<file path="src/design/cfae_pkg.sv">
// Shared types, character codes and helpers for the CAN frame ASCII encoder.
// Depends on nothing; every other design file imports it.
package cfae_pkg;

    localparam logic [7:0] CHAR_STD_DATA = 8'h74;  // 't'
    localparam logic [7:0] CHAR_STD_RTR  = 8'h72;  // 'r'
    localparam logic [7:0] CHAR_EXT_DATA = 8'h54;  // 'T'
    localparam logic [7:0] CHAR_EXT_RTR  = 8'h52;  // 'R'
    localparam logic [7:0] CHAR_ZERO     = 8'h30;  // '0'
    localparam logic [7:0] CHAR_UPPER_A  = 8'h41;  // 'A'
    localparam logic [7:0] CHAR_LOWER_A  = 8'h61;  // 'a'
    localparam logic [7:0] CHAR_CR       = 8'h0D;
    localparam logic [7:0] CHAR_LF       = 8'h0A;

    localparam logic [3:0] MAX_LENGTH    = 4'd8;
    localparam logic [3:0] LAST_STD_ID   = 4'd2;
    localparam logic [3:0] LAST_EXT_ID   = 4'd7;
    localparam logic [3:0] LAST_CNT      = 4'd3;

    typedef enum logic [2:0] {
        ST_IDLE,
        ST_LETTER,
        ST_ID,
        ST_LEN,
        ST_DATA,
        ST_CNT,
        ST_CR,
        ST_LF
    } cfae_state_t;

    typedef struct packed {
        logic load;
        logic shift_id;
        logic shift_data;
        logic shift_cnt;
    } cfae_shift_ctl_t;

    function automatic logic [7:0] hex_char(input logic [3:0] nib, input logic lower);
        logic [7:0] base;
        if (nib < 4'd10) begin
            hex_char = CHAR_ZERO + {4'b0, nib};
        end
        else begin
            base     = lower ? CHAR_LOWER_A : CHAR_UPPER_A;
            hex_char = base + {4'b0, nib} - 8'd10;
        end
    endfunction

endpackage

</file>
<file path="src/design/cfae_digit_shift.sv">
// Nibble shift registers for identifier, data bytes and frame counter.
// Depends on cfae_pkg for the shift control struct.
module cfae_digit_shift (
    input  logic                     clk,
    input  logic                     rst_n,
    input  cfae_pkg::cfae_shift_ctl_t ctl,
    input  logic [28:0]              frame_id,
    input  logic                     extended,
    input  logic [63:0]              payload,
    input  logic [15:0]              count_value,
    output logic [3:0]               id_nib,
    output logic [3:0]               data_nib,
    output logic [3:0]               cnt_nib
);
    import cfae_pkg::*;

    logic [31:0] id_reg;
    logic [63:0] data_reg;
    logic [15:0] cnt_reg;
    logic [31:0] id_load;
    logic [63:0] data_load;

    // Left-justify the identifier so its first digit sits in the top nibble.
    assign id_load = extended ? {3'b0, frame_id} : {1'b0, frame_id[10:0], 20'b0};

    // Byte 0 goes to the top so digits leave high nibble first, byte 0 first.
    genvar b;
    generate
        for (b = 0; b < 8; b++) begin : g_byte_swap
            assign data_load[63 - 8*b -: 8] = payload[8*b +: 8];
        end
    endgenerate

    always_ff @(posedge clk or negedge rst_n) begin
        if (!rst_n) begin
            id_reg   <= '0;
            data_reg <= '0;
            cnt_reg  <= '0;
        end
        else if (ctl.load) begin
            id_reg   <= id_load;
            data_reg <= data_load;
            cnt_reg  <= count_value;
        end
        else begin
            if (ctl.shift_id) begin
                id_reg <= {id_reg[27:0], 4'b0};
            end
            if (ctl.shift_data) begin
                data_reg <= {data_reg[59:0], 4'b0};
            end
            if (ctl.shift_cnt) begin
                cnt_reg <= {cnt_reg[11:0], 4'b0};
            end
        end
    end

    assign id_nib   = id_reg[31:28];
    assign data_nib = data_reg[63:60];
    assign cnt_nib  = cnt_reg[15:12];

endmodule

</file>
<file path="src/design/cfae_sequencer.sv">
// Line sequencer: walks the fields of one frame and builds each character.
// Depends on cfae_pkg for the state type, control struct and hex helper.
module cfae_sequencer (
    input  logic                      clk,
    input  logic                      rst_n,
    input  logic                      start,
    input  logic                      extended,
    input  logic                      remote,
    input  logic [3:0]                data_length,
    input  logic                      advance,
    input  logic [3:0]                id_nib,
    input  logic [3:0]                data_nib,
    input  logic [3:0]                cnt_nib,
    output logic                      idle,
    output logic                      emit,
    output logic [7:0]                char_value,
    output logic                      char_eol,
    output cfae_pkg::cfae_shift_ctl_t ctl
);
    import cfae_pkg::*;

    cfae_state_t state_reg, state_next;
    logic [3:0]  digit_reg, digit_next;
    logic        ext_reg, rtr_reg;
    logic [3:0]  len_reg;
    logic [3:0]  len_sat;
    logic [3:0]  last_data;
    logic [3:0]  last_id;

    assign len_sat   = (data_length > MAX_LENGTH) ? MAX_LENGTH : data_length;
    assign last_data = {len_reg[2:0], 1'b0} - 4'd1;
    assign last_id   = ext_reg ? LAST_EXT_ID : LAST_STD_ID;

    always_ff @(posedge clk or negedge rst_n) begin
        if (!rst_n) begin
            state_reg <= ST_IDLE;
            digit_reg <= '0;
            ext_reg   <= 1'b0;
            rtr_reg   <= 1'b0;
            len_reg   <= '0;
        end
        else begin
            state_reg <= state_next;
            digit_reg <= digit_next;
            if (start) begin
                ext_reg <= extended;
                rtr_reg <= remote;
                len_reg <= len_sat;
            end
        end
    end

    // Next state: advance one character whenever the output slot is free.
    always_comb begin
        state_next = state_reg;
        digit_next = digit_reg;
        unique case (state_reg)
            ST_IDLE: begin
                if (start) begin
                    state_next = ST_LETTER;
                    digit_next = '0;
                end
            end
            ST_LETTER: begin
                if (advance) begin
                    state_next = ST_ID;
                end
            end
            ST_ID: begin
                if (advance) begin
                    if (digit_reg == last_id) begin
                        state_next = ST_LEN;
                        digit_next = '0;
                    end
                    else begin
                        digit_next = digit_reg + 4'd1;
                    end
                end
            end
            ST_LEN: begin
                if (advance) begin
                    state_next = (len_reg == 4'd0) ? ST_CNT : ST_DATA;
                end
            end
            ST_DATA: begin
                if (advance) begin
                    if (digit_reg == last_data) begin
                        state_next = ST_CNT;
                        digit_next = '0;
                    end
                    else begin
                        digit_next = digit_reg + 4'd1;
                    end
                end
            end
            ST_CNT: begin
                if (advance) begin
                    if (digit_reg == LAST_CNT) begin
                        state_next = ST_CR;
                        digit_next = '0;
                    end
                    else begin
                        digit_next = digit_reg + 4'd1;
                    end
                end
            end
            ST_CR: begin
                if (advance) begin
                    state_next = ST_LF;
                end
            end
            ST_LF: begin
                if (advance) begin
                    state_next = ST_IDLE;
                end
            end
            default: begin
                state_next = ST_IDLE;
            end
        endcase
    end

    // Outputs: the character for the current field and the shift strobes.
    always_comb begin
        idle           = 1'b0;
        emit           = 1'b0;
        char_value     = CHAR_CR;
        char_eol       = 1'b0;
        ctl.load       = start;
        ctl.shift_id   = 1'b0;
        ctl.shift_data = 1'b0;
        ctl.shift_cnt  = 1'b0;
        unique case (state_reg)
            ST_IDLE: begin
                idle = 1'b1;
            end
            ST_LETTER: begin
                emit = advance;
                if (ext_reg) begin
                    char_value = rtr_reg ? CHAR_EXT_RTR : CHAR_EXT_DATA;
                end
                else begin
                    char_value = rtr_reg ? CHAR_STD_RTR : CHAR_STD_DATA;
                end
            end
            ST_ID: begin
                emit         = advance;
                char_value   = hex_char(id_nib, 1'b0);
                ctl.shift_id = advance;
            end
            ST_LEN: begin
                emit       = advance;
                char_value = CHAR_ZERO | {4'b0, (rtr_reg ? 4'd0 : len_reg)};
            end
            ST_DATA: begin
                emit           = advance;
                char_value     = hex_char(data_nib, 1'b0);
                ctl.shift_data = advance;
            end
            ST_CNT: begin
                emit          = advance;
                char_value    = hex_char(cnt_nib, 1'b1);
                ctl.shift_cnt = advance;
            end
            ST_CR: begin
                emit       = advance;
                char_value = CHAR_CR;
            end
            ST_LF: begin
                emit       = advance;
                char_value = CHAR_LF;
                char_eol   = 1'b1;
            end
            default: begin
                idle = 1'b0;
            end
        endcase
    end

endmodule

</file>
<file path="src/design/can_frame_to_ascii_encoder.sv">
// Top level of the CAN frame ASCII encoder: frame counter and output register.
// Depends on cfae_pkg, cfae_digit_shift and cfae_sequencer.
//
// Usage:
//   Input channel (in_valid / in_ready) takes one received CAN frame:
//   frame_id, data_length, extended, remote and eight payload bytes.
//   Output channel (out_valid / out_ready) gives one ASCII character per
//   transfer; end_of_line marks the closing line feed.
//   A frame yields 11 to 32 characters: type letter, 3 or 8 identifier
//   digits, length digit, two digits per data byte, four lowercase
//   counter digits, CR and LF.
//   The sequencer emits one character per cycle through a nibble shift
//   path while the output register is free or out_ready is high; after
//   the input transfer it leaves idle and loads the type letter first.
//   in_ready is high only while the sequencer is idle; a new frame can be
//   taken in the cycle after the line feed is generated.
//   When out_ready is low the output register holds its character and the
//   sequencer waits; nothing is dropped.
//   Reset clears the frame counter (the first line carries 0001) and
//   returns the sequencer to idle with no character pending.
module can_frame_to_ascii_encoder (
    input  logic        clk,
    input  logic        rst_n,
    input  logic        in_valid,
    output logic        in_ready,
    input  logic [28:0] frame_id,
    input  logic [3:0]  data_length,
    input  logic        extended,
    input  logic        remote,
    input  logic [63:0] payload,
    output logic        out_valid,
    input  logic        out_ready,
    output logic [7:0]  ascii_char,
    output logic        end_of_line
);
    import cfae_pkg::*;

    logic [15:0]     frame_counter_reg, frame_counter_next;
    logic            out_valid_reg;
    logic [7:0]      ascii_char_reg;
    logic            end_of_line_reg;
    logic            start;
    logic            advance;
    logic            idle;
    logic            emit;
    logic [7:0]      char_value;
    logic            char_eol;
    logic [3:0]      id_nib, data_nib, cnt_nib;
    cfae_shift_ctl_t ctl;

    assign start              = in_valid && idle;
    assign advance            = !out_valid_reg || out_ready;
    assign frame_counter_next = frame_counter_reg + 16'd1;

    cfae_sequencer u_sequencer (
        .clk         (clk),
        .rst_n       (rst_n),
        .start       (start),
        .extended    (extended),
        .remote      (remote),
        .data_length (data_length),
        .advance     (advance),
        .id_nib      (id_nib),
        .data_nib    (data_nib),
        .cnt_nib     (cnt_nib),
        .idle        (idle),
        .emit        (emit),
        .char_value  (char_value),
        .char_eol    (char_eol),
        .ctl         (ctl)
    );

    cfae_digit_shift u_digit_shift (
        .clk         (clk),
        .rst_n       (rst_n),
        .ctl         (ctl),
        .frame_id    (frame_id),
        .extended    (extended),
        .payload     (payload),
        .count_value (frame_counter_next),
        .id_nib      (id_nib),
        .data_nib    (data_nib),
        .cnt_nib     (cnt_nib)
    );

    always_ff @(posedge clk or negedge rst_n) begin
        if (!rst_n) begin
            frame_counter_reg <= '0;
        end
        else if (start) begin
            frame_counter_reg <= frame_counter_next;
        end
    end

    // Load a new character when the slot is free, drop the flag on transfer.
    always_ff @(posedge clk or negedge rst_n) begin
        if (!rst_n) begin
            out_valid_reg <= 1'b0;
        end
        else if (emit) begin
            out_valid_reg <= 1'b1;
        end
        else if (out_ready) begin
            out_valid_reg <= 1'b0;
        end
    end

    always_ff @(posedge clk) begin
        if (emit) begin
            ascii_char_reg  <= char_value;
            end_of_line_reg <= char_eol;
        end
    end

    assign in_ready    = idle;
    assign out_valid   = out_valid_reg;
    assign ascii_char  = ascii_char_reg;
    assign end_of_line = end_of_line_reg;

endmodule

</file>
<file path="config.mk">
export PLATFORM = sky130hd
export DESIGN_NAME = can_frame_to_ascii_encoder
export DESIGN_NICKNAME = d
export VERILOG_FILES = /design/src/design/cfae_pkg.sv /design/src/design/cfae_digit_shift.sv /design/src/design/cfae_sequencer.sv /design/src/design/can_frame_to_ascii_encoder.sv
export SDC_FILE = /design/constraint.sdc
export NUM_CORES = 1
export LEC_CHECK = 0
export BUFFER_PORTS_ARGS = -buffer_cell sky130_fd_sc_hd__buf_4
export CELL_PAD_IN_SITES_DETAIL_PLACEMENT = 1
export CELL_PAD_IN_SITES_GLOBAL_PLACEMENT = 1
export CORE_ASPECT_RATIO = 1.75
export CORE_MARGIN = 2
export CORE_UTILIZATION = 47
export CTS_CLUSTER_DIAMETER = 30
export DETAILED_ROUTE_END_ITERATION = 12
export GPL_ROUTABILITY_DRIVEN = 0
export PLACE_DENSITY_LB_ADDON = 0.1
export SLEW_MARGIN = 30
export SYNTH_ARGS = -nofsm -noshare
export SYNTH_HDL_FRONTEND = slang
export SYNTH_SLANG_ARGS = --single-unit
</file>
<file path="constraint.sdc">
create_clock -name clk -period 5.6 [get_ports clk]
set_clock_uncertainty 0.05 [all_clocks]
set_input_delay 0.28 -clock clk [delete_from_list [all_inputs] [get_ports clk]]
set_output_delay 0.28 -clock clk [all_outputs]
set_load 0.02 [all_outputs]
</file>
After elaboration in Yosys (flattened, before gate mapping)
Index checks and enable logic that the tools add are counted.
- bitwise operators: 0
- $add $sub $neg: 12
- mux-type cells: 46
- $mul: 0
- div/mod/pow operators: 0
- magnitude comparators: 4
- shift-type cells: 0
- equal/unequal tests: 21
- reductions and logical operators: 13
- operator list (cell ; number):
    64-bit 2-to-1 mux ; 2
    32-bit 2-to-1 mux ; 2
    8-bit one-hot mux with 6 select lines ; 1
    3-bit 2-to-1 mux ; 14
    4-bit 2-to-1 mux ; 9
    16-bit 2-to-1 mux ; 2
    8-bit 2-to-1 mux ; 4
    31-bit 2-to-1 mux ; 1
    7-bit by 4-bit adder with 8-bit output, first input constant ; 3
    3-bit one-hot mux with 8 select lines ; 1
    8-bit by 4-bit subtractor with 8-bit output, second input constant ; 3
    6-bit by 4-bit adder with 7-bit output, first input constant ; 3
    2-bit by 1-bit inequality test with 1-bit output, second input constant ; 10
    16-bit by 1-bit adder with 16-bit output, second input constant ; 1
    4-bit one-hot mux with 4 select lines ; 1
    3-bit equality test, second input constant ; 4
    4-bit < comparator, second input constant ; 3
    11-bit AND reduction ; 1
    1-bit 2-to-1 mux ; 9
    4-bit equality test ; 2
    2-bit nonzero test ; 4
    7-bit OR reduction ; 1
    3-bit by 2-bit equality test with 1-bit output, second input constant ; 2
    5-bit AND reduction ; 1
    other kinds (12) ; 12
- output and inout port bits: 11
- bits in writable memories: 0
- word-level logic and storage cells: 108
- input bits: 103
- memories: 0
- memory bits (read-only): 0
- latch bits: 0
- bits in registers: 151

Depth between registers and ports, before layout
Gate-level depths: netlist (run 1).
- depth in word-level cells: 5
- mapped depth: 9
- depth with buffers taken out: 7

Modules after synthesis
From an unflattened synthesis (run 1), not the netlist that was laid out.
- cell total of the unflattened synthesis: 754
- area, all modules: 8010.2 um^2
- modules (own cells, without submodules) (module ; times used ; cells an instance ; sequential area each (um^2) ; area each (um^2)):
    cfae_digit_shift ; 1 ; 478 ; 2802.7 ; 5386.4
    cfae_sequencer ; 1 ; 172 ; 325.3 ; 1378.8
    can_frame_to_ascii_encoder ; 1 ; 104 ; 695.7 ; 1244.9

Least setup slack after synthesis (run 1)
No wires, ideal clock.
- path type: flip-flop to flip-flop
- start point: register u_sequencer.state_reg[0]
- end point: register u_sequencer.digit_reg[3]
- setup slack: 3.479 ns
- stages on the path, launching flop included: 9
- period minus slack after synthesis: 2.121 ns
- path buffers: 1
- data required time: 5.463 ns
- arrival time: 1.984 ns
- library setup time: 0.087 ns
- cells stage by stage: dfrtp_1 -> inv_1 -> ha_1 -> clkbuf_1 -> nand3b_1 -> a21oi_1 -> a311o_1 -> or4_1 -> o211ai_1
- word-level cells in the longest chain between the ends: 5
- elaborated cells on any way between the ends: 13
- classes of those cells: eq/ne (7); mux (2); reduce/logical (4)
- ends and longest elaborated chain (item ; line ; text):
    start: declaration ; cfae_sequencer.sv:22 ; cfae_state_t state_reg, state_next;
    start signal: assignment ; cfae_sequencer.sv:43 ; state_reg <= state_next;
    3-bit logical NOT ; cfae_sequencer.sv:57, cfae_sequencer.sv:133 ;
    1-bit 2-to-1 mux ; cfae_sequencer.sv:133 ; unique case (state_reg)
    1-bit logical AND ; can_frame_to_ascii_encoder.sv:51 ; assign start = in_valid && idle;
    2-bit inequality test (no source line) ; -- ;
    5-bit AND reduction (no source line) ; -- ;
    end signal: assignment ; cfae_sequencer.sv:44 ; digit_reg <= digit_next;
    end: declaration ; cfae_sequencer.sv:23 ; logic [3:0] digit_reg, digit_next;
Parallel ways exist; a longest one is shown, timed or not.
A chain may end at the register's enable or synchronous reset.

Worst setup path after layout (run 1)
- start point: register u_sequencer.state_reg[0]
- end point: register u_digit_shift.cnt_reg[15]
- word-level cells in the longest chain between the ends: 4
- elaborated cells on any way between the ends: 7
- classes of those cells: eq/ne (1); mux (3); reduce/logical (3)
- ends and longest elaborated chain (item ; line ; text):
    3-bit logical NOT ; cfae_sequencer.sv:133 ;
    1-bit 2-to-1 mux ; cfae_sequencer.sv:133 ;
    1-bit logical AND ; can_frame_to_ascii_encoder.sv:51 ;
    16-bit 2-to-1 mux / 2-bit nonzero test (equally long branches) ; -- ;
    end signal: assignment ; cfae_digit_shift.sv:43 ; cnt_reg <= count_value;
    end signal: assignment ; cfae_digit_shift.sv:53 ; cnt_reg <= {cnt_reg[11:0], 4'b0};
    end: declaration ; cfae_digit_shift.sv:19 ; logic [15:0] cnt_reg;
Parallel ways exist; a longest one is shown, timed or not.

==> run_results.csv, run 1 <==
group,metric,value,unit
outcome,status,"finished clean",
placed_design,port_buffers,112,
floorplanning,core_area,0.01531,sq mm
yosys,synth_top_family_by_area,"simple AND/OR/NAND/NOR gates",
clocking,htreeDepth,4,
sta,hold_viol_final,0,
clocking,cts.clk_slew.worst_paths,0.07,ns
worst_hold_path,hold_path.class,"in -> reg",
critical_path,slowest_delay,0.65,ns
clocking,cts_resized,0,
yosys,yosysWarnings,0,
routing,initialDrtViolationCount,297,
sta,slew_violations,0,
job,maxCapViolations,0,
routing,vias,6245,
routing,routed-wl-met3,703,um
yosys,synthAdderAreaFrac,0.01706,
finish,area_growth,21.52,%
routing,wl_met2,11300,um
clocking,cts_tree,"built",
clocking,cts_buffer_depth,2,
yosys,async_reset_ff_frac,0.9467,
power,leakage,4.173,nW
yosys,synth-simple-area-share,0.1868,
clocking,cts_buffers,17,
critical_path,cp-start-kind,"register",
routing,dr.pass1.iters,7,
critical_path,worstSetupPathType,"reg -> reg",
yosys,yosys.area.top_type,"dfrtp_1",
yosys,synth_area,0.007336,sq mm
finish,largest_reg_flops,64,
global_routing,grt-ovfl-total,0,
yosys,post_synth_inst_count,792,
critical_path,cp-end-kind,"register",
routing,top_layer_used,"met4",
sta,max_freq,0.3274,GHz
placed_design,dp_cells,1043,
critical_path,cp_slowest_cell,"and3b_4",
sta,final.min_clock_period,3.054,ns
yosys,synth_compound_area_frac,0.1796,
yosys,synth_fp_nets,905,
routing,met1_length,7790,um
global_routing,antenna_found_initial,0,
critical_path,cp_max_fo,59,
floorplanning,initial_core_util,0.4790,
floorplanning,die_y,169.3,um
sta,rsz0062_at_grt,"false",
sta,timing.final.ws_setup,2.546,ns
finish,diodes,0,
global_routing,grt_pass1_wl,33750,um
routing,wire_per_inst,19.00,um
critical_path,cp.arrival,3.28,ns
yosys,yosysTopAreaCellShare,0.4844,
yosys,synth_xor_area_frac,0.04366,
critical_path,crit_chain,"inv_1, ha_1, and3b_4, buf_4, nor2_1, a22oi_1, o21ai_0",
floorplanning,die_w,98.44,um
finish,fin_nets,990,
finish,layout.cells.non_filler,1075,
yosys,yosysUniqueCellTypes,53,
floorplanning,fp.dieArea,0.01666,sq mm
finish,final_common_cell,"nand2_1",
routing,drc,0,
placed_design,hpwlAfterDp,13790,um
yosys,synth_ff_type,"dfrtp_1",
yosys,muxShareOfSynthArea,0.01893,
yosys,ys_seq_area_frac,0.5171,
sta,setup_violations,0,
sta,tightest_slew,0.9090,ns
routing,wl,20420,um
routing,postRouteAntennaNets,0,
global_routing,grt_max_degree,93,
floorplanning,rows,60,
critical_path,worstPathRequired,5.83,ns
sta,fin_crit_sh,0.5453,
clocking,clkLatencyLatePin,0.42,ns
clocking,cts_sinks,150,
global_routing,grt_pass1_vias,6878,
sta,slew_headroom,0.3925,
yosys,avgSynthCellArea,9.262,sq um
power,power_density,525.1,mW/mm^2
routing,viasPerCell,5.809,
yosys,synth-edff-count,8,
yosys,yosys_register_bits,150,
placed_design,place_ws,2.599,ns
critical_path,ff2ff_setup_slack,2.55,ns
power,ir_worst_vdd,219.9,uV
finish,final_cell_mix,"221 x nand2_1, 142 x dfrtp_1, 118 x buf_4",
sta,tns,0,ns
global_routing,globalRouteTotalUtil,0.2528,
floorplanning,io_pins,114,
yosys,synthTopCellsByArea,"dfrtp_1 48%, nand2_1 11%, a22oi_1 6.2%, edfxtp_1 3.3%, xnor2_1 2.5%",
finish,drive_gt1_frac,0.1845,
clocking,cts_root_buf,"clkbuf_16",
## critical path: cells and delay by family, from the launching register on
| family | cells | cell delay, ns |
|---|---|---|
| fa+ha+maj | 1 | 0.38 |
| simple gates | 2 | 0.91 |
| buf+inv | 2 | 0.77 |
| compound gates | 2 | 0.30 |
| flops | 1 | 0.45 |
## power breakdown
group | leakage [nW] | internal (W) | switching, W | total [W]
Clock | 0.301 | 0.000764 | 0.000496 | 0.00126
Sequential | 1.90 | 0.00156 | 0.000342 | 0.00190
Combinational | 1.98 | 0.000633 | 0.000892 | 0.00152
## synth_stat cells, types with 4 or more instances
library cell	instances
nand2_1	222
dfrtp_1	142
a22oi_1	61
clkbuf_1	43
a21oi_1	36
o21ai_0	29
a31oi_1	28
nor2_1	22
xnor2_1	21
nor2b_1	16
nand3_1	15
inv_1	14
xor2_1	13
a211oi_1	12
ha_1	10
nor3_1	9
edfxtp_1	8
nand2b_1	8
mux2_2	7
buf_2	6
mux2i_1	6
a21o_1	5
a32o_1	5
nand3b_1	5
a22o_1	4
buf_1	4
nand4_1	4
or3_1	4
## layer usage
layer,vias up,track usage
li1,2925,-
met1,3156,0.2803
met2,126,0.4747
met3,38,0.04654
met4,0,0.09291
met5,-,0
## kinds of logic (layout without fill, tap and decap cells)
family / after synthesis / count (layout)
AND/OR/NAND/NOR: 317 / 317
AO/OA/AOI/OAI: 198 / 198
flip-flops: 150 / 150
buffers and inverters: 68 / 165
XOR/XNOR: 35 / 35
multiplexers: 13 / 13
adder cells (fa/ha/maj): 10 / 10
other: 1 / 1
## timing repair
action                    4_1_cts  5_1_grt
hold endpoints to repair       91        0
setup buffers                   0        0
hold buffers                    1        0
## stage by stage
| stage | total power (W) | util | area, sq um | hold WS [ns] |
|---|---|---|---|---|
| finish | 0.004681 | 0.5821 | 8915 | 0.02461 |
| global route | 0.004992 | 0.5821 | 8915 | 0.03489 |
| floorplan | 0.002902 | - | 7336 | -0.06559 |
| global placement | 0.003300 | 0.5402 | 8273 | 0.3690 |
| CTS | 0.004711 | 0.5821 | 8915 | 0.02022 |
| detailed placement | 0.003418 | 0.5402 | 8273 | 0.3737 |
## area by class of cell
class                   instances  area, sq um
flip-flops and latches        150         3794
clock buffers                  18        439.2
fillers                      1775         6400
well taps                     186        232.7
multi-input cells             574         3297
clock inverters                13        192.7
repair buffers                120        907.1
inverters                      14        52.55
## worst paths after layout
kind | end | cells past startpoint | startpoint
min reg2reg | u_digit_shift.data_reg[50] | 2 | u_digit_shift.data_reg[50]
max | u_digit_shift.cnt_reg[15] | 7 | u_sequencer.state_reg[0]
min in group asynchronous | u_sequencer.digit_reg[3] | 2 | rst_n
max reg2reg | u_digit_shift.cnt_reg[15] | 7 | u_sequencer.state_reg[0]
min | u_sequencer.len_reg[3] | 3 | data_length[3]
max in group asynchronous | u_digit_shift.id_reg[23] | 3 | rst_n
(Power assumes the default switching activity.)
==> inputs of run 2 (changes only) <==
- CORE_UTILIZATION: 47 -> 39
- clock period: 5.6 -> 2.5 ns (I/O delays scaled with it)
==> run_results.csv, run 2 (same netlist as run 1, synthesis figures left out) <==
group,metric,value,unit
power,power_density,1074,mW/mm^2
floorplanning,initial_core_util,0.3966,
worst_hold_path,hold_path_depth,3,
critical_path,crit_chain,"inv_1, ha_2, nand2_1, a41o_1, o211a_2, or4_1, o211ai_1",
sta,slew_headroom,0.5994,
critical_path,worstPathRequired,2.79,ns
sta,tns,0,ns
global_routing,globalRouteTotalUtil,0.2412,
clocking,cts_tree,"built",
finish,drive_gt1_frac,0.1788,
routing,initialDrtViolationCount,274,
routing,wl_met2,12570,um
routing,vias,6686,
clocking,cts_buffer_depth,2,
critical_path,reg2reg_depth,7,
routing,routed-wl-met3,713,um
sta,hold_viol_final,0,
critical_path,cp.arrival,2.55,ns
clocking,post_cts_buffers,0,
critical_path,worstSetupStartpoint,"u_sequencer.state_reg[1]",
sta,setup_violations,0,
clocking,clkLatencyLatePin,0.42,ns
sta,slew_violations,0,
finish,fill_cells,2107,
worst_hold_path,hp-start,"frame_id[5]",
routing,viasPerCell,5.396,
finish,area_growth,38.29,%
floorplanning,die_y,185.4,um
global_routing,antenna_found_initial,0,
floorplanning,core_area,0.01850,sq mm
finish,fin_nets,1102,
clocking,cts_buffers,17,
clocking,cts_sinks,150,
routing,top_layer_used,"met4",
routing,wire_per_inst,18.44,um
sta,rsz0062_at_grt,"false",
job,maxCapViolations,0,
sta,fin_crit_sh,0.9054,
sta,max_freq,0.4418,GHz
sta,final.min_clock_period,2.264,ns
sta,tightest_slew,0.6010,ns
finish,diodes,0,
finish,largest_reg_flops,64,
clocking,htreeDepth,4,
finish,final_common_cell,"nand2_1",
placed_design,placed_area,0.008513,sq mm
floorplanning,fp.dieArea,0.01997,sq mm
outcome,status,"finished clean",
critical_path,cp_slowest_cell,"or4_1",
finish,final_cell_mix,"221 x nand2_1, 142 x dfrtp_1, 128 x buf_4",
critical_path,cp-start-kind,"register",
critical_path,slowest_delay,0.48,ns
power,leakage,4.675,nW
power,ir_worst_vdd,611.4,uV
finish,final_area,0.01014,sq mm
placed_design,hpwlAfterDp,14870,um
critical_path,critPathBufInv,1,
critical_path,worstSetupPathType,"reg -> reg",
clocking,cts_root_buf,"clkbuf_16",
global_routing,grt_max_degree,82,
critical_path,ff2ff_setup_slack,0.24,ns
routing,drc,0,
floorplanning,io_pins,114,
routing,wl,22840,um
critical_path,reg2reg_to,"u_sequencer.digit_reg[3]",
floorplanning,die_w,107.7,um
routing,postRouteAntennaNets,0,
clocking,cts.clk_slew.worst_paths,0.06,ns
critical_path,path_delay_family,"simple AND/OR/NAND/NOR gates",
routing,dr.pass1.iters,4,
worst_hold_path,hold_path.class,"in -> reg",
routing,met1_length,8796,um
worst_hold_path,min_to,"u_digit_shift.id_reg[5]",
floorplanning,rows,66,
global_routing,grt-ovfl-total,0,
global_routing,grt_pass1_wl,37270,um
critical_path,cp-end-kind,"register",
placed_design,port_buffers,112,
critical_path,r2r-start,"u_sequencer.state_reg[1]",
global_routing,grt_pass1_vias,7533,
critical_path,cp_max_fo,10,
-- run 2: stage by stage --
stage	utilization	hold WS [ns]	worst slack (ns)	std cells	power [W]
6_report	0.5484	0.02577	0.2365	1239	0.01090
5_1_grt	0.5484	0.03287	0.08050	1239	0.01164
4_1_cts	0.5478	0.006932	0.1206	1238	0.01090
3_5_place_dp	0.4602	-0.01422	0.1347	1110	0.007860
3_3_place_gp	0.4602	-0.01940	0.2411	1110	0.007623
2_1_floorplan	-	-0.2206	0.3791	792	0.006501
-- run 2: worst max-delay path by stage --
stage | cells past startpoint | endpoint | slack [ns]
CTS | 7 | u_sequencer.digit_reg[3] | 0.12
floorplan | 8 | u_sequencer.digit_reg[3] | 0.38
global route | 7 | u_digit_shift.id_reg[30] | 0.08
detailed placement | 7 | u_sequencer.digit_reg[3] | 0.13
finish | 7 | u_sequencer.digit_reg[3] | 0.24
global placement | 7 | u_sequencer.digit_reg[3] | 0.24
-- run 2: worst min-delay path: cells and delay by family --
kind / cells / cell delay [ns]
AOI/OAI and AO/OA: 2 / 0.19
buffers and inverters: 1 / 0.13
-- run 2: cell type report --
cell class | instances | area, sq um | share of cell area
timing repair buffer | 231 | 2043 | 0.2014
clock buffer | 23 | 478.0 | 0.04711
inverter | 14 | 52.55 | 0.005180
sequential | 150 | 3794 | 0.3740
clock inverter | 8 | 171.4 | 0.01690
multi-input combinational | 575 | 3308 | 0.3261
tap | 238 | 297.8 | 0.02935
-- run 2: what timing repair did --
item,4_1_cts,5_1_grt
hold buffers,97,0
endpoints found under the setup margin,0,19
resized for setup,0,2
endpoints found under the hold margin,225,0
-- run 2: per-layer routing --
metal	GRT usage	vias up
li1	-	3149
met1	0.2645	3346
met2	0.4428	147
met3	0.04821	44
met4	0.1056	0
met5	0	-
-- run 2: power by group --
| group | total (W) | switching [W] | internal, W |
|---|---|---|---|
| combinational | 0.00383 | 0.00217 | 0.00166 |
| clock | 0.00285 | 0.000999 | 0.00185 |
| sequential | 0.00422 | 0.000732 | 0.00349 |
==> inputs of run 3 (changes only) <==
- CORE_UTILIZATION: 39 -> 41
- CTS_BUF_LIST: not set -> sky130_fd_sc_hd__clkbuf_4 sky130_fd_sc_hd__clkbuf_8
==> run_results.csv, run 3 (same netlist as run 1, synthesis figures left out) <==
group,metric,value,unit
finish,largest_reg_flops,64,
finish,layout.cells.non_filler,1236,
clocking,cts_tree,"built",
finish,area_growth,35.15,%
worst_hold_path,hp-start,"extended",
critical_path,worstPathRequired,2.83,ns
routing,viasPerCell,5.420,
power,combPwrFrac,0.379,
power,p_total,0.009963,W
clocking,cts.clk_slew.worst_paths,0.09,ns
critical_path,cp-end-kind,"register",
sta,rsz0062_at_grt,"false",
global_routing,globalRouteTotalUtil,0.2494,
power,leakage,4.592,nW
critical_path,crit_chain,"inv_1, ha_1, nand2_1, o21bai_1, o211a_2, or4_1, o211ai_1",
power,p_sw_frac,0.3860,
sta,tightest_slew,0.6287,ns
global_routing,grt-ovfl-total,0,
critical_path,slowest_delay,0.47,ns
clocking,cts_sinks,150,
power,power_switching,0.003846,W
critical_path,worstSetupPathType,"reg -> reg",
routing,initialDrtViolationCount,263,
floorplanning,rows,64,
power,p_int,0.006117,W
placed_design,port_buffers,112,
routing,drc,0,
clocking,clkLatencyLatePin,0.46,ns
critical_path,path_depth,7,
sta,whs,0.09762,ns
worst_hold_path,hold_path_depth,3,
critical_path,path_delay_family,"simple AND/OR/NAND/NOR gates",
sta,slew_violations,0,
clocking,cts_buffer_depth,2,
floorplanning,die_w,105.1,um
routing,vias,6699,
routing,postRouteAntennaNets,0,
outcome,status,"finished clean",
sta,hold_viol_final,0,
floorplanning,initial_core_util,0.4183,
critical_path,ff2ff_setup_slack,0.18,ns
critical_path,cp-start-kind,"register",
global_routing,antenna_found_initial,0,
floorplanning,fp.dieArea,0.01902,sq mm
finish,diodes,0,
sta,fin_crit_sh,0.9297,
global_routing,grt_pass1_vias,7306,
clocking,cts_buffers,17,
routing,dr.pass1.iters,4,
finish,fin_nets,1106,
power,pwr-share-seq,0.426,
finish,final_cell_mix,"221 x nand2_1, 142 x dfrtp_1, 129 x buf_4",
floorplanning,die_y,181.0,um
critical_path,cp_max_fo,11,
sta,tns,0,ns
power,ir_worst_vdd,563.9,uV
sta,final.min_clock_period,2.324,ns
critical_path,cp_slowest_cell,"or4_1",
placed_design,dp_cells,1104,
global_routing,grt_max_degree,61,
finish,drive_gt1_frac,0.1811,
sta,slew_headroom,0.5793,
floorplanning,core_area,0.01754,sq mm
job,maxCapViolations,0,
critical_path,reg2reg_depth,7,
worst_hold_path,hold_path.class,"in -> reg",
routing,wire_per_inst,18.99,um
power,power_density,1005,mW/mm^2
critical_path,r2r-start,"u_sequencer.state_reg[1]",
critical_path,reg2reg_to,"u_sequencer.digit_reg[3]",
critical_path,critPathBufInv,1,
floorplanning,io_pins,114,
finish,final_common_cell,"nand2_1",
sta,setup_violations,0,
power,p_clk_frac,0.195,
routing,wl,23470,um
critical_path,cp.arrival,2.66,ns
sta,max_freq,0.4303,GHz
clocking,cts_root_buf,"clkbuf_8",
worst_hold_path,min_to,"u_sequencer.ext_reg",
clocking,htreeDepth,4,
placed_design,hpwlAfterDp,15060,um
global_routing,grt_pass1_wl,37330,um
==> run 3: through the flow <==
stage               utilization  worst slack (ns)  area (sq um)
global placement         0.4847            0.2726          8499
floorplan                     -            0.3791          7336
finish                   0.5654            0.1759          9915
CTS                      0.5645           0.09181          9899
detailed placement       0.4847            0.1388          8499
global route             0.5654           0.04442          9915
==> run 3: worst max-delay path by stage <==
stage                             start                         end
4_1_cts        u_sequencer.state_reg[0]  u_digit_shift.data_reg[53]
5_1_grt        u_sequencer.state_reg[1]    u_sequencer.digit_reg[3]
6_report       u_sequencer.state_reg[1]    u_sequencer.digit_reg[3]
3_3_place_gp   u_sequencer.state_reg[0]  u_digit_shift.data_reg[26]
2_1_floorplan  u_sequencer.state_reg[0]    u_sequencer.digit_reg[3]
3_5_place_dp   u_sequencer.state_reg[0]  u_digit_shift.data_reg[53]
==> run 3: repair_timing <==
item / 4_1_cts / 5_1_grt
endpoints found under the hold margin: 152 / 0
setup endpoints to repair: 0 / 23
gates resized for setup: 0 / 2
hold buffers: 100 / 0
buffers inserted: 0 / 0
==> run 3: cell type report <==
| class | count | area [sq um] |
|---|---|---|
| flip-flops and latches | 150 | 3794 |
| fillers | 2002 | 7622 |
| well taps | 231 | 289.0 |
| clock buffers | 23 | 304.0 |
| clock inverters | 8 | 95.09 |
| inverters | 14 | 52.55 |
| multi-input cells | 575 | 3308 |
| repair buffers | 235 | 2072 |
==> run 3: layer usage <==
metal / routed length, um / part of all wire / GRT usage / vias up
li1: - / - / - / 3159
met1: 8884 / 0.38 / 0.2745 / 3342
met2: 13070 / 0.56 / 0.4613 / 151
met3: 754 / 0.032 / 0.04257 / 47
met4: 754 / 0.032 / 0.1136 / 0
met5: 0 / 0 / 0 / -
==> run 3: power by group through the flow <==
stage          clock network, W  logic, W  registers, W
2_1_floorplan                 0   0.00245       0.00406
3_3_place_gp                  0   0.00339       0.00418
3_5_place_dp                  0   0.00359       0.00425
4_1_cts                 0.00198   0.00372       0.00422
5_1_grt                 0.00208   0.00420       0.00436
6_report                0.00194   0.00377       0.00425
==> run 3: worst register-to-register path, cell delays in order (launching register included) <==
cell and delay, ns:
dfrtp_1 0.46, inv_1 0.12, ha_1 0.36, nand2_1 0.25, o21bai_1 0.27, o211a_2 0.17, or4_1 0.47, o211ai_1 0.10
